--- src/assert_macros.svh ---
// Assertion macros used by the replacement policy datapath.
// No dependencies; included by files that carry concurrent assertions.
`ifndef ASSERT_MACROS_SVH
`define ASSERT_MACROS_SVH

// Check a property on every rising edge outside reset.
`define ASSERT_ALWAYS(lbl, clk, rst_n, prop) \
    lbl: assert property (@(posedge clk) disable iff (!rst_n) (prop)) \
        else $error("assertion failed");

// Check that a condition implies a consequence in the same cycle.
`define ASSERT_IMPLIES(lbl, clk, rst_n, ante, cons) \
    lbl: assert property (@(posedge clk) disable iff (!rst_n) (ante) |-> (cons)) \
        else $error("implication failed");

// Check that a condition implies a consequence in the next cycle.
`define ASSERT_NEXT(lbl, clk, rst_n, ante, cons) \
    lbl: assert property (@(posedge clk) disable iff (!rst_n) (ante) |=> (cons)) \
        else $error("next-cycle implication failed");

`endif

--- src/lfu_pkg.sv ---
// Shared types and constants for the LFU replacement policy block.
// No dependencies; imported by lfu_ctrl, lfu_datapath and the top module.
`timescale 1ns / 1ps
`default_nettype none

package lfu_pkg;

    localparam int ENTRIES_DEF    = 16;
    localparam int COUNT_BITS_DEF = 16;
    localparam int STAMP_BITS_DEF = 32;

    localparam int CMD_W    = 2;
    localparam int SLOT_W   = 4;
    localparam int STATUS_W = 2;

    typedef enum logic [CMD_W-1:0] {
        CMD_INSERT,
        CMD_ACCESS,
        CMD_EVICT_LEAST,
        CMD_EVICT_SLOT
    } t_cmd_code;

    typedef enum logic [STATUS_W-1:0] {
        ST_OK,
        ST_EMPTY,
        ST_BAD_SLOT
    } t_status;

    typedef enum logic [2:0] {
        S_CLEAR,
        S_IDLE,
        S_READ,
        S_UPDATE,
        S_SCAN,
        S_SCAN_END,
        S_EVICT,
        S_DONE
    } t_state;

    typedef struct packed {
        logic load_in;
        logic clr_wr;
        logic scan_start;
        logic scan_rd;
        logic upd_wr;
        logic evict_wr;
        logic res_load;
    } t_dp_cmd;

    typedef struct packed {
        logic idx_last;
        logic out_busy;
    } t_dp_sts;

endpackage

`default_nettype wire

--- src/lfu_ram.sv ---
// Generic simple dual-port RAM: one write port, one registered read port.
// No dependencies.
`timescale 1ns / 1ps
`default_nettype none

module lfu_ram #(
    parameter int WIDTH = 8,
    parameter int DEPTH = 16
) (
    input  wire logic                     i_clk,
    input  wire logic                     i_we,
    input  wire logic [$clog2(DEPTH)-1:0] i_waddr,
    input  wire logic [WIDTH-1:0]         i_wdata,
    input  wire logic [$clog2(DEPTH)-1:0] i_raddr,
    output logic      [WIDTH-1:0]         o_rdata
);

    logic [WIDTH-1:0] r_mem [DEPTH];

    always_ff @(posedge i_clk) begin
        if (i_we) begin
            r_mem[i_waddr] <= i_wdata;
        end
        o_rdata <= r_mem[i_raddr];
    end

endmodule

`default_nettype wire

--- src/lfu_ctrl.sv ---
// Controller state machine for the LFU replacement policy block.
// Depends on lfu_pkg; drives the datapath through t_dp_cmd.
`timescale 1ns / 1ps
`default_nettype none

module lfu_ctrl
    import lfu_pkg::*;
(
    input  wire logic                 i_clk,
    input  wire logic                 i_rst_n,
    input  wire logic                 i_valid,
    input  wire logic [CMD_W-1:0]     i_cmd,
    input  wire t_dp_sts              i_sts,
    output logic                      o_ready,
    output t_dp_cmd                   o_cmd
);

    t_state r_state;
    t_state n_state;

    always_ff @(posedge i_clk) begin
        if (!i_rst_n) begin
            r_state <= S_CLEAR;
        end else begin
            r_state <= n_state;
        end
    end

    always_comb begin
        n_state = r_state;
        o_cmd   = '0;
        o_ready = 1'b0;
        unique case (r_state)
            S_CLEAR: begin
                o_cmd.clr_wr = 1'b1;
                if (i_sts.idx_last) begin
                    n_state = S_IDLE;
                end
            end
            S_IDLE: begin
                o_ready = 1'b1;
                if (i_valid) begin
                    o_cmd.load_in    = 1'b1;
                    o_cmd.scan_start = 1'b1;
                    if (t_cmd_code'(i_cmd) == CMD_EVICT_LEAST) begin
                        n_state = S_SCAN;
                    end else begin
                        n_state = S_READ;
                    end
                end
            end
            S_READ: begin
                n_state = S_UPDATE;
            end
            S_UPDATE: begin
                o_cmd.upd_wr = 1'b1;
                n_state      = S_DONE;
            end
            S_SCAN: begin
                o_cmd.scan_rd = 1'b1;
                if (i_sts.idx_last) begin
                    n_state = S_SCAN_END;
                end
            end
            S_SCAN_END: begin
                n_state = S_EVICT;
            end
            S_EVICT: begin
                o_cmd.evict_wr = 1'b1;
                n_state        = S_DONE;
            end
            S_DONE: begin
                // hold the result until the output register is free
                if (!i_sts.out_busy) begin
                    o_cmd.res_load = 1'b1;
                    n_state        = S_IDLE;
                end
            end
            default: begin
                n_state = S_CLEAR;
            end
        endcase
    end

endmodule

`default_nettype wire

--- src/lfu_datapath.sv ---
// Datapath of the LFU replacement policy: slot table RAM, stamp counter,
// minimum scan and output register. Depends on lfu_pkg, lfu_ram and the macros.
`timescale 1ns / 1ps
`default_nettype none
`include "assert_macros.svh"

module lfu_datapath
    import lfu_pkg::*;
#(
    parameter int ENTRIES    = ENTRIES_DEF,
    parameter int COUNT_BITS = COUNT_BITS_DEF,
    parameter int STAMP_BITS = STAMP_BITS_DEF
) (
    input  wire logic                 i_clk,
    input  wire logic                 i_rst_n,
    input  wire t_dp_cmd              i_cmd,
    input  wire logic [CMD_W-1:0]     i_in_cmd,
    input  wire logic [SLOT_W-1:0]    i_slot,
    input  wire logic                 i_ready,
    output t_dp_sts                   o_sts,
    output logic                      o_valid,
    output logic [STATUS_W-1:0]       o_status,
    output logic [SLOT_W-1:0]         o_victim,
    output logic                      o_victim_valid
);

    localparam int IDX_W = $clog2(ENTRIES);
    localparam int W     = 1 + COUNT_BITS + STAMP_BITS;

    t_cmd_code             r_cmd;
    logic [SLOT_W-1:0]     r_slot;
    logic [IDX_W-1:0]      r_idx;
    logic                  r_cmp_vld;
    logic [IDX_W-1:0]      r_cmp_idx;
    logic                  r_found;
    logic [IDX_W-1:0]      r_best_idx;
    logic [COUNT_BITS-1:0] r_best_cnt;
    logic [STAMP_BITS-1:0] r_best_st;
    logic [STAMP_BITS-1:0] r_stamp;
    logic [STAMP_BITS-1:0] n_stamp;
    t_status               r_res_status;
    t_status               n_res_status;
    logic [SLOT_W-1:0]     r_res_victim;
    logic [SLOT_W-1:0]     n_res_victim;
    logic                  r_res_vv;
    logic                  n_res_vv;
    logic                  r_out_vld;
    logic [STATUS_W-1:0]   r_out_status;
    logic [SLOT_W-1:0]     r_out_victim;
    logic                  r_out_vv;

    logic                  we;
    logic [IDX_W-1:0]      waddr;
    logic [W-1:0]          wdata;
    logic [IDX_W-1:0]      raddr;
    logic [W-1:0]          rdata;
    logic                  rd_v;
    logic [COUNT_BITS-1:0] rd_cnt;
    logic [STAMP_BITS-1:0] rd_st;
    logic [COUNT_BITS-1:0] cnt_inc;
    logic                  in_range;
    logic                  take;

    lfu_ram #(
        .WIDTH (W),
        .DEPTH (ENTRIES)
    ) u_ram (
        .i_clk   (i_clk),
        .i_we    (we),
        .i_waddr (waddr),
        .i_wdata (wdata),
        .i_raddr (raddr),
        .o_rdata (rdata)
    );

    assign rd_v     = rdata[W-1];
    assign rd_cnt   = rdata[W-2 -: COUNT_BITS];
    assign rd_st    = rdata[STAMP_BITS-1:0];
    assign cnt_inc  = (rd_cnt == '1) ? rd_cnt : rd_cnt + COUNT_BITS'(1);
    assign in_range = int'(r_slot) < ENTRIES;
    assign raddr    = i_cmd.scan_rd ? r_idx : IDX_W'(r_slot);

    assign take = r_cmp_vld && rd_v &&
                  (!r_found || (rd_cnt < r_best_cnt) ||
                   ((rd_cnt == r_best_cnt) && (rd_st > r_best_st)));

    assign o_sts.idx_last = (r_idx == IDX_W'(ENTRIES - 1));
    assign o_sts.out_busy = r_out_vld && !i_ready;

    always_comb begin
        we           = 1'b0;
        waddr        = r_idx;
        wdata        = '0;
        n_stamp      = r_stamp;
        n_res_status = r_res_status;
        n_res_victim = r_res_victim;
        n_res_vv     = r_res_vv;
        if (i_cmd.clr_wr) begin
            we = 1'b1;
        end
        if (i_cmd.upd_wr) begin
            waddr        = IDX_W'(r_slot);
            n_res_status = ST_OK;
            n_res_victim = '0;
            n_res_vv     = 1'b0;
            unique case (r_cmd)
                CMD_INSERT: begin
                    if (in_range) begin
                        we      = 1'b1;
                        wdata   = {1'b1, COUNT_BITS'(1), r_stamp};
                        n_stamp = r_stamp + STAMP_BITS'(1);
                    end else begin
                        n_res_status = ST_BAD_SLOT;
                    end
                end
                CMD_ACCESS: begin
                    if (in_range && rd_v) begin
                        we      = 1'b1;
                        wdata   = {1'b1, cnt_inc, r_stamp};
                        n_stamp = r_stamp + STAMP_BITS'(1);
                    end else begin
                        n_res_status = ST_BAD_SLOT;
                    end
                end
                CMD_EVICT_SLOT: begin
                    if (in_range && rd_v) begin
                        we           = 1'b1;
                        n_res_victim = r_slot;
                        n_res_vv     = 1'b1;
                    end else begin
                        n_res_status = ST_BAD_SLOT;
                    end
                end
                CMD_EVICT_LEAST: begin
                    n_res_status = ST_EMPTY;
                end
            endcase
        end
        if (i_cmd.evict_wr) begin
            if (r_found) begin
                we           = 1'b1;
                waddr        = r_best_idx;
                n_res_status = ST_OK;
                n_res_victim = SLOT_W'(r_best_idx);
                n_res_vv     = 1'b1;
            end else begin
                n_res_status = ST_EMPTY;
                n_res_victim = '0;
                n_res_vv     = 1'b0;
            end
        end
    end

    always_ff @(posedge i_clk) begin
        if (!i_rst_n) begin
            r_idx        <= '0;
            r_cmp_vld    <= 1'b0;
            r_found      <= 1'b0;
            r_stamp      <= '0;
            r_out_vld    <= 1'b0;
            r_res_status <= ST_OK;
            r_res_vv     <= 1'b0;
        end else begin
            r_cmp_vld    <= i_cmd.scan_rd;
            r_stamp      <= n_stamp;
            r_res_status <= n_res_status;
            r_res_vv     <= n_res_vv;
            if (i_cmd.scan_start) begin
                r_idx   <= '0;
                r_found <= 1'b0;
            end else begin
                if (i_cmd.clr_wr || i_cmd.scan_rd) begin
                    r_idx <= r_idx + IDX_W'(1);
                end
                if (take) begin
                    r_found <= 1'b1;
                end
            end
            if (i_cmd.res_load) begin
                r_out_vld <= 1'b1;
            end else if (i_ready) begin
                r_out_vld <= 1'b0;
            end
        end
    end

    always_ff @(posedge i_clk) begin
        r_res_victim <= n_res_victim;
        r_cmp_idx    <= r_idx;
        if (i_cmd.load_in) begin
            r_cmd  <= t_cmd_code'(i_in_cmd);
            r_slot <= i_slot;
        end
        if (take) begin
            r_best_idx <= r_cmp_idx;
            r_best_cnt <= rd_cnt;
            r_best_st  <= rd_st;
        end
        if (i_cmd.res_load) begin
            r_out_status <= r_res_status;
            r_out_victim <= r_res_victim;
            r_out_vv     <= r_res_vv;
        end
    end

    assign o_valid        = r_out_vld;
    assign o_status       = r_out_status;
    assign o_victim       = r_out_victim;
    assign o_victim_valid = r_out_vv;

    `ASSERT_IMPLIES(a_found_count_nonzero, i_clk, i_rst_n, r_found && !r_cmp_vld, r_best_cnt != '0)
    `ASSERT_IMPLIES(a_load_after_scan, i_clk, i_rst_n, i_cmd.res_load, !r_cmp_vld)
    `ASSERT_IMPLIES(a_victim_ok, i_clk, i_rst_n, i_cmd.res_load && r_res_vv, r_res_status == ST_OK)
    `ASSERT_NEXT(a_load_shows, i_clk, i_rst_n, i_cmd.res_load, r_out_vld)

endmodule

`default_nettype wire

--- src/lfu_replacement_policy_top.sv ---
// LFU replacement policy over ENTRIES cache slots, addressed by slot index.
// Input channel i_valid/o_ready carries i_cmd (insert, access, evict least,
// evict named slot) and i_slot. Output channel o_valid/i_ready carries
// o_status, o_victim and o_victim_valid, one result per input transfer.
// Insert, access and evict named slot pass through S_READ, S_UPDATE and
// S_DONE after the input transfer; evict least passes through S_SCAN,
// which reads the slot table RAM one entry per cycle through its single read
// port, then S_SCAN_END, S_EVICT and S_DONE. o_ready returns in the cycle
// after the result is loaded into the output register.
// One item is in work at a time; a new item is taken while the previous
// result still waits in the output register.
// After reset a clearing pass writes every RAM entry to zero, one per cycle,
// so o_ready stays low until that pass ends; the stamp counter restarts at zero.
// When the receiver stalls, the result holds in the output register and a
// finished item waits until that register is free.
// Depends on lfu_pkg, lfu_ctrl, lfu_datapath and lfu_ram.
`timescale 1ns / 1ps
`default_nettype none

module lfu_replacement_policy_top
    import lfu_pkg::*;
#(
    parameter int ENTRIES    = ENTRIES_DEF,
    parameter int COUNT_BITS = COUNT_BITS_DEF,
    parameter int STAMP_BITS = STAMP_BITS_DEF
) (
    input  wire logic                 i_clk,
    input  wire logic                 i_rst_n,
    input  wire logic                 i_valid,
    output logic                      o_ready,
    input  wire logic [CMD_W-1:0]     i_cmd,
    input  wire logic [SLOT_W-1:0]    i_slot,
    output logic                      o_valid,
    input  wire logic                 i_ready,
    output logic [STATUS_W-1:0]       o_status,
    output logic [SLOT_W-1:0]         o_victim,
    output logic                      o_victim_valid
);

    t_dp_cmd dp_cmd;
    t_dp_sts dp_sts;

    lfu_ctrl u_ctrl (
        .i_clk   (i_clk),
        .i_rst_n (i_rst_n),
        .i_valid (i_valid),
        .i_cmd   (i_cmd),
        .i_sts   (dp_sts),
        .o_ready (o_ready),
        .o_cmd   (dp_cmd)
    );

    lfu_datapath #(
        .ENTRIES    (ENTRIES),
        .COUNT_BITS (COUNT_BITS),
        .STAMP_BITS (STAMP_BITS)
    ) u_datapath (
        .i_clk          (i_clk),
        .i_rst_n        (i_rst_n),
        .i_cmd          (dp_cmd),
        .i_in_cmd       (i_cmd),
        .i_slot         (i_slot),
        .i_ready        (i_ready),
        .o_sts          (dp_sts),
        .o_valid        (o_valid),
        .o_status       (o_status),
        .o_victim       (o_victim),
        .o_victim_valid (o_victim_valid)
    );

endmodule

`default_nettype wire
--- config.mk ---
export PLATFORM = sky130hd
export DESIGN_NAME = lfu_replacement_policy_top
export DESIGN_NICKNAME = d
export VERILOG_FILES = /design/src/lfu_pkg.sv /design/src/lfu_ram.sv /design/src/lfu_ctrl.sv /design/src/lfu_datapath.sv /design/src/lfu_replacement_policy_top.sv
export VERILOG_INCLUDE_DIRS = /design/src /design/src/src
export SDC_FILE = /design/constraint.sdc
export NUM_CORES = 1
export LEC_CHECK = 0
export BUFFER_PORTS_ARGS = -buffer_cell sky130_fd_sc_hd__buf_2
export CAP_MARGIN = 5
export CORE_ASPECT_RATIO = 0.6
export CORE_MARGIN = 5
export CORE_UTILIZATION = 35
export DETAILED_ROUTE_END_ITERATION = 6
export GPL_TIMING_DRIVEN = 0
export PLACE_DENSITY_LB_ADDON = 0.3
export SYNTH_ARGS = -nofsm -noshare
export SYNTH_HDL_FRONTEND = slang
export SYNTH_SLANG_ARGS = --single-unit
export TNS_END_PERCENT = 100
--- constraint.sdc ---
create_clock -name i_clk -period 6.8 [get_ports i_clk]
set_input_delay 0.68 -clock i_clk [delete_from_list [all_inputs] [get_ports i_clk]]
set_output_delay 0.68 -clock i_clk [all_outputs]
set_load 0.01 [all_outputs]
* After elaboration in Yosys (flattened, before gate mapping)
Memories as Yosys holds them, arrays and structs flattened. A register that Yosys moved wholly into a read port is not among the register bits.
Index checks and enable logic that the tools add are counted.
W data, S select, Z words.
** Operators by class
- Add/sub/neg operators :: 3
- $lt $le $gt $ge :: 2
- Muxes and demuxes :: 50
- Bitwise logic cells :: 1
- Eq/ne operators :: 19
- Reduce and logical (&&, ||, !) cells :: 19
** Operators by type and width (number)
- $mux W49 :: 2
- $pmux W49 S2 :: 1
- $pmux W32 S2 :: 1
- $mux W4 :: 9
- $add A32 B1 Y32 const B :: 1
- $gt A32 B32 Y1 :: 1
- $mux W32 :: 1
- $mux W1 :: 24
- $pmux W3 S7 :: 1
- $add A16 B1 Y16 const B :: 1
- $eq A16 B16 Y1 :: 1
- $eq A16 B16 Y1 const B :: 1
- $lt A16 B16 Y1 :: 1
- $mux W16 :: 1
- $mux W3 :: 5
- $eq A3 B3 Y1 const B :: 4
- $ne A2 B2 Y1 const B :: 5
- $eq A2 B2 Y1 const B :: 3
- $eq A3 B2 Y1 const B :: 2
- $mux W2 :: 3
- $pmux W2 S3 :: 1
- $reduce_bool A2 Y1 :: 3
- $reduce_or A2 Y1 :: 3
- $add A4 B1 Y4 const B :: 1
- 12 further kinds :: 18
** Word-level totals
- Memory bits (writable) :: 784
- Output and inout port bits :: 9
- Logic and storage cells :: 113
- Bits in registers :: 118
- Memories :: 1
** Memories
- u_datapath.u_ram.r_mem :: words 16, width 49, read ports 1, clocked after memory_dff 1, wr ports 1, RTL line lfu_ram.sv:18 : logic [WIDTH-1:0] r_mem [DEPTH];

* Logic depth before layout (Yosys ltp)
- Depth after elaboration :: 10
- Depth in mapped cells :: 10
- Mapped depth without buffers :: 8

* Cells and area by module
A second synthesis with hierarchy kept.
** Second synthesis, totals
- Cell total of the unflattened synthesis :: 1894
- Area, all modules :: 36680.2 sq um
** By module, submodules not included
- lfu_ram :: times used 1, cells an instance 1268, area each 30337.8 sq um
- lfu_datapath :: times used 1, cells an instance 600, area each 6143.4 sq um
- lfu_ctrl :: times used 1, cells an instance 26, area each 198.9 sq um

* Least setup slack after synthesis
OpenSTA, ideal clock, no wires.
- Kind :: reg-to-reg
- Start :: reg u_datapath.u_ram.o_rdata[43], read port of u_datapath.u_ram.r_mem
- End :: reg u_datapath.r_best_cnt[0], enable pin
- Path buffers :: 0
- Stages on the path, launching flop included :: 8
- Setup time :: 0.493 ns
- Slack :: 1.994 ns
- Required time :: 6.307 ns
- Arrival :: 4.313 ns
- Cell sequence :: dfxtp_1 ha_1 a41oi_1 o21ai_0 a21o_1 a221oi_1 nand2_1 a31oi_1
** Between the ends
- Longest elaborated chain between the ends :: 4
- Elaborated cells on any way between the ends :: 6
** Ends and longest elaborated chain
- start, declared :: RTL line lfu_ram.sv:15 : output logic [WIDTH-1:0] o_rdata
- $lt A16 B16 Y1 / $eq A16 B16 Y1 (equally long branches) :: RTL line lfu_datapath.sv:84, lfu_datapath.sv:85
- $logic_or A1 B1 Y1 / $logic_and A1 B1 Y1 (equally long branches) :: RTL line lfu_datapath.sv:84, lfu_datapath.sv:85
- $logic_or A1 B1 Y1 * :: RTL line lfu_datapath.sv:84 : (!r_found || (rd_cnt < r_best_cnt) ||
- $logic_and A1 B1 Y1 * :: RTL line lfu_datapath.sv:83 : assign take = r_cmp_vld && rd_v &&
- named net u_datapath.take :: RTL line lfu_datapath.sv:62 : logic take;
- end signal, assigned :: RTL line lfu_datapath.sv:196 : r_best_cnt <= rd_cnt;
- end, declared :: RTL line lfu_datapath.sv:37 : logic [COUNT_BITS-1:0] r_best_cnt;
Mark *: on every way through the listed nets, which the timed path passes. The rest lies on a longest branch.
A chain may end at the register's enable or synchronous reset.

* Final worst setup path
- Start :: reg u_ctrl.r_state[2]
- End :: reg u_datapath.u_ram.o_rdata[19], read port of u_datapath.u_ram.r_mem
** Between the ends
- Longest elaborated chain between the ends :: 3
** Ends and longest elaborated chain
- start, declared :: RTL line lfu_ctrl.sv:18 : t_state r_state;
- start signal, assigned :: RTL line lfu_ctrl.sv:25 : r_state <= n_state;
- $eq A3 B3 Y1 :: RTL line lfu_ctrl.sv:33 : unique case (r_state)
- $mux W1 :: RTL line lfu_ctrl.sv:33
- $mux W4 :: RTL line lfu_datapath.sv:81 : assign raddr = i_cmd.scan_rd ? r_idx : IDX_W'(r_slot);
No other way between the ends.

==> results.txt <==
----------------------------------------------------
[Finish]
  Syn-to-layout area delta ... 14.5%
  Top library cells by usage in the layout, fill and taps aside ... 853 x sky130_fd_sc_hd__edfxtp_1, 741 x sky130_fd_sc_hd__nand2_1, 316 x sky130_fd_sc_hd__nand3_1
  Share of final-layout standard cells stronger than drive strength 1 ... 9.44%
  Most frequent standard cell in the layout excluding fill and tap cells ... sky130_fd_sc_hd__edfxtp_1
  Final cell utilization of the core ... 40.5%
  Count of nets after finishing ... 3053

[Route]
  Avg Vias per Cell ... 5.25
  Number of detailed-route iterations in the first pass ... 5
  Vias after detailed routing ... 23551
  WL final ... 106 mm
  Count of nets left with antenna violations after detail routing ... 0
  WL per Instance ... 23.5 microns
  DRC ... 0
  Number of violations reported at the end of detailed-routing iteration 0 ... 3330

[Power]
  Leakage power ... 15.8 nW
  Max rail drop VDD ... 0.000183 V
  PwrDens ... 263 nW/um^2

[GRT]
  Leftover overflow at the end of global routing ... 0
  GR Util All Layers ... 18.0%
  Wire length of the first global-routing pass ... 154 mm
  Initial antenna violation count ... 0
  Number of global-route vias before repair ... 21606
  Pin count of the biggest net entering global routing ... 27

[Synth]
  Prevailing post-synth register cell ... sky130_fd_sc_hd__edfxtp_1
  Number of standard cells after synthesis ... 2850
  Flip-flop and latch count after synthesis ... 951
  Synth Area in XOR/XNOR ... 0.921%
  Mux share of post-synthesis cell area ... 4.24%
  Post-synthesis area per instance ... 13.4 sq um
  Simple-gate area share of the yosys netlist ... 14.5%
  Compound-cell area share of the yosys netlist ... 3.68%
  Mapped Nets ... 2911
  Share of flip-flops with an asynchronous set or reset after synthesis ... 0%
  Cells taking the most area after synthesis ... sky130_fd_sc_hd__edfxtp_1 67%, sky130_fd_sc_hd__nand2_1 7.3%, sky130_fd_sc_hd__dfxtp_1 5.2%, sky130_fd_sc_hd__mux2i_1 4.2%, sky130_fd_sc_hd__nand3_1 4.2%
  Synth unique cells ... 54
  Library cell with the largest summed area after synthesis ... sky130_fd_sc_hd__edfxtp_1
  Yosys Warn Count ... 0
  Main combinational cell family by area after synthesis ... simple AND/OR/NAND/NOR gates
  Fraction of post-synthesis cell area in the top cell type by area ... 67.3%
  Total standard cell area after synthesis ... 38100 sq um
  Arithmetic-cell share of the synthesized area counting full adders, half adders and majority gates ... 1.68%
  Number of enable-type register cells in the synthesized netlist ... 853
  Sequential area share after synthesis ... 72.5%

[Setup path]
  Beginning of the critical path ... u_ctrl.r_state[2]
  Type of destination of the critical path ... flip-flop
  CP Max Fanout ... 10
  Endpoint of the worst-slack reg-to-reg timing path ... u_datapath.u_ram.o_rdata[19]
  Element type at the critical path start ... flip-flop
  Cell type with the highest occurrence count on the critical path ... sky130_fd_sc_hd__clkbuf_1
  CP Class ... flip-flop to flip-flop
  Launching point of the worst reg2reg path ... u_ctrl.r_state[2]
  Worst-path cell chain ... buf_2 > nor3b_4 > mux2i_1 > clkbuf_1 > clkbuf_1 > clkbuf_1 > nand3_1 > a32oi_1 > o221ai_1
  Max incr delay on CP ... 0.82 ns
  Worst setup slack for register-to-register paths ... 2.17 ns
  Worst setup path endpoint ... u_datapath.u_ram.o_rdata[19]
  Cell with the largest stage delay on the worst path ... sky130_fd_sc_hd__clkbuf_1
  Crit path DAT ... 5.09 ns
  Reg2Reg Depth ... 9
  Data required time at the worst endpoint ... 7.26 ns

[CTS]
  Bufs on Longest Clock Path ... 3
  Clock insertion delay at the later pin of the skew report ... 0.68 ns
  Post-CTS setup buffer count ... 0
  CTS Root Buffer Type ... sky130_fd_sc_hd__clkbuf_16
  Post-cts sizing count ... 0
  Clock tree from TritonCTS ... yes
  H-tree depth reported by CTS ... 3
  Clk sinks ... 951
  Num CTS Buffers ... 83
  Post-CTS Hold Fix Bufs ... 0
  Worst-path clk slew ... 0.07 ns

[Timing]
  Final worst path period need ... 4.63 ns
  Final number of hold-violating endpoints ... 0
  Clock skew ... 0.0219 ns
  RSZ-0062 raised after global routing ... false
  Rel. slew slack ... 19.4%
  Transition time at the pin with the least slew margin ... 1.20 ns
  Final critical-path share of the clock period ... 68.0%
  Final Slew Violations ... 0
  Setup slack after layout ... 2.17 ns
  Setup Total Neg Slack ... 0 ns
  Highest attainable clock frequency ... 0.216 GHz
  Final setup violation count ... 0

[Die]
  Ports placed on the boundary ... 19
  Core area ... 108000 sq um
  Number of standard-cell rows in the floorplan ... 93
  X dimension of the die ... 436 microns
  Overall die area ... 116000 sq um
  Die H ... 265 microns
  Initial core utilization ... 35.4%

[Placed design]
  Detailed placement HPWL ... 71.7 mm
  Input/output buffers ... 18
  Final weighted congestion in routability-driven placement ... 0.824
  Worst setup timing slack at the placement stage ... 2.42 ns

[Run]
  Number of max-cap violations ... 0

[Outcome]
  Outcome ... finished clean

[Worst hold path]
  Path class of the lowest-slack min-delay path ... primary input to flip-flop

----------------------------------------------------
[critical path: cells and delay by family (launching register included)]
family                 cells  cell delay, ns
buffers and inverters      4            2.38
AOI/OAI and AO/OA          2            0.87
and+or+nand+nor            2            0.59
DFF                        1            0.32
muxes                      1            0.24
[cells in the mapped netlist (17+ instances only)]
cell type and instances:
sky130_fd_sc_hd__dfxtp_1 98, sky130_fd_sc_hd__a32oi_1 49, sky130_fd_sc_hd__clkbuf_1 69, sky130_fd_sc_hd__inv_1 59, sky130_fd_sc_hd__o21ai_0 20, sky130_fd_sc_hd__edfxtp_1 853, sky130_fd_sc_hd__buf_2 64, sky130_fd_sc_hd__nor2_1 53
sky130_fd_sc_hd__nand4_1 22, sky130_fd_sc_hd__a21oi_1 24, sky130_fd_sc_hd__nand2_1 741, sky130_fd_sc_hd__nand3_1 316, sky130_fd_sc_hd__and2_1 59, sky130_fd_sc_hd__mux2i_1 159, sky130_fd_sc_hd__xnor2_1 23, sky130_fd_sc_hd__xor2_1 17
sky130_fd_sc_hd__ha_1 51, sky130_fd_sc_hd__o221ai_1 52
[cell type report]
cell class / instances / area (sq um)
fillers: 9949 / 64000
flip-flops and latches: 951 / 27600
multi-input cells: 1689 / 9690
clock buffers: 113 / 2270
well taps: 1425 / 1780
repair buffers: 57 / 846
plain buffers: 151 / 734
clock inverters: 43 / 469
inverters: 59 / 221
diodes: 1 / 2.50
[state kept, by name (all words and copies together) (netlist names), 2 cells and up]
name,count
u_datapath.u_ram.r_mem,784
u_datapath.u_ram.o_rdata,49
u_datapath.r_best_st,32
u_datapath.r_stamp,32
u_datapath.r_best_cnt,16
u_datapath.o_victim,4
u_datapath.r_best_idx,4
u_datapath.r_cmp_idx,4
u_datapath.r_idx,4
u_datapath.r_res_victim,4
u_datapath.r_slot,4
u_ctrl.r_state,3
u_datapath.o_status,2
u_datapath.r_cmd,2
u_datapath.r_res_status,2
[worst min path at each step]
stage / from / endpoint / slack, ns / depth (start not counted)
floorplan: u_datapath.r_idx[3] / u_datapath.r_cmp_idx[3] / 0.39 / 0
global placement: u_datapath.r_cmp_idx[1] / u_datapath.r_best_idx[1] / 0.39 / 0
detailed placement: u_datapath.r_cmp_idx[0] / u_datapath.r_best_idx[0] / 0.39 / 0
CTS: i_slot[1] / u_datapath.r_slot[1] / 0.13 / 1
global route: i_slot[0] / u_datapath.r_slot[0] / 0.15 / 1
finish: i_slot[1] / u_datapath.r_slot[1] / 0.17 / 1
[kinds of logic (layout without fill, tap and decap cells)]
group,after synthesis,in the layout
adders and majority gates,51,51
muxes,161,161
and+or+nand+nor,1254,1254
other,0,1
DFF,951,951
AOI/OAI and AO/OA,183,183
xor gates and xnor gates,40,40
buffers and inverters,210,423
[per-layer routing]
metal	wire length [microns]	GRT usage, %	share of wire, %
met4	1380	3.19	1.3
met5	0	0	0
met2	40000	23.1	38
met1	51600	29.3	49
met3	12700	5.52	12
[stage by stage]
step | power [W] | cell area [sq um] | instances | hold WS [ns]
4_1_cts | 0.0115 | 43600 | 4488 | 0.134
3_5_place_dp | 0.00676 | 40800 | 4332 | 0.389
2_1_floorplan | 0.00665 | 38100 | 2850 | 0.385
3_3_place_gp | 0.00674 | 39900 | 4293 | 0.387
5_1_grt | 0.0118 | 43600 | 4488 | 0.146
6_report | 0.0115 | 43600 | 4489 | 0.173
[power breakdown]
part | switching (W) | leakage [nW] | internal, W
Clock | 0.00219 | 1.33 | 0.00264
Sequential | 0.0000298 | 8.79 | 0.00641
Combinational | 0.000147 | 5.72 | 0.0000566
Total | 0.00237 | 15.8 | 0.00911
Power figures use the tool's default switching activity.
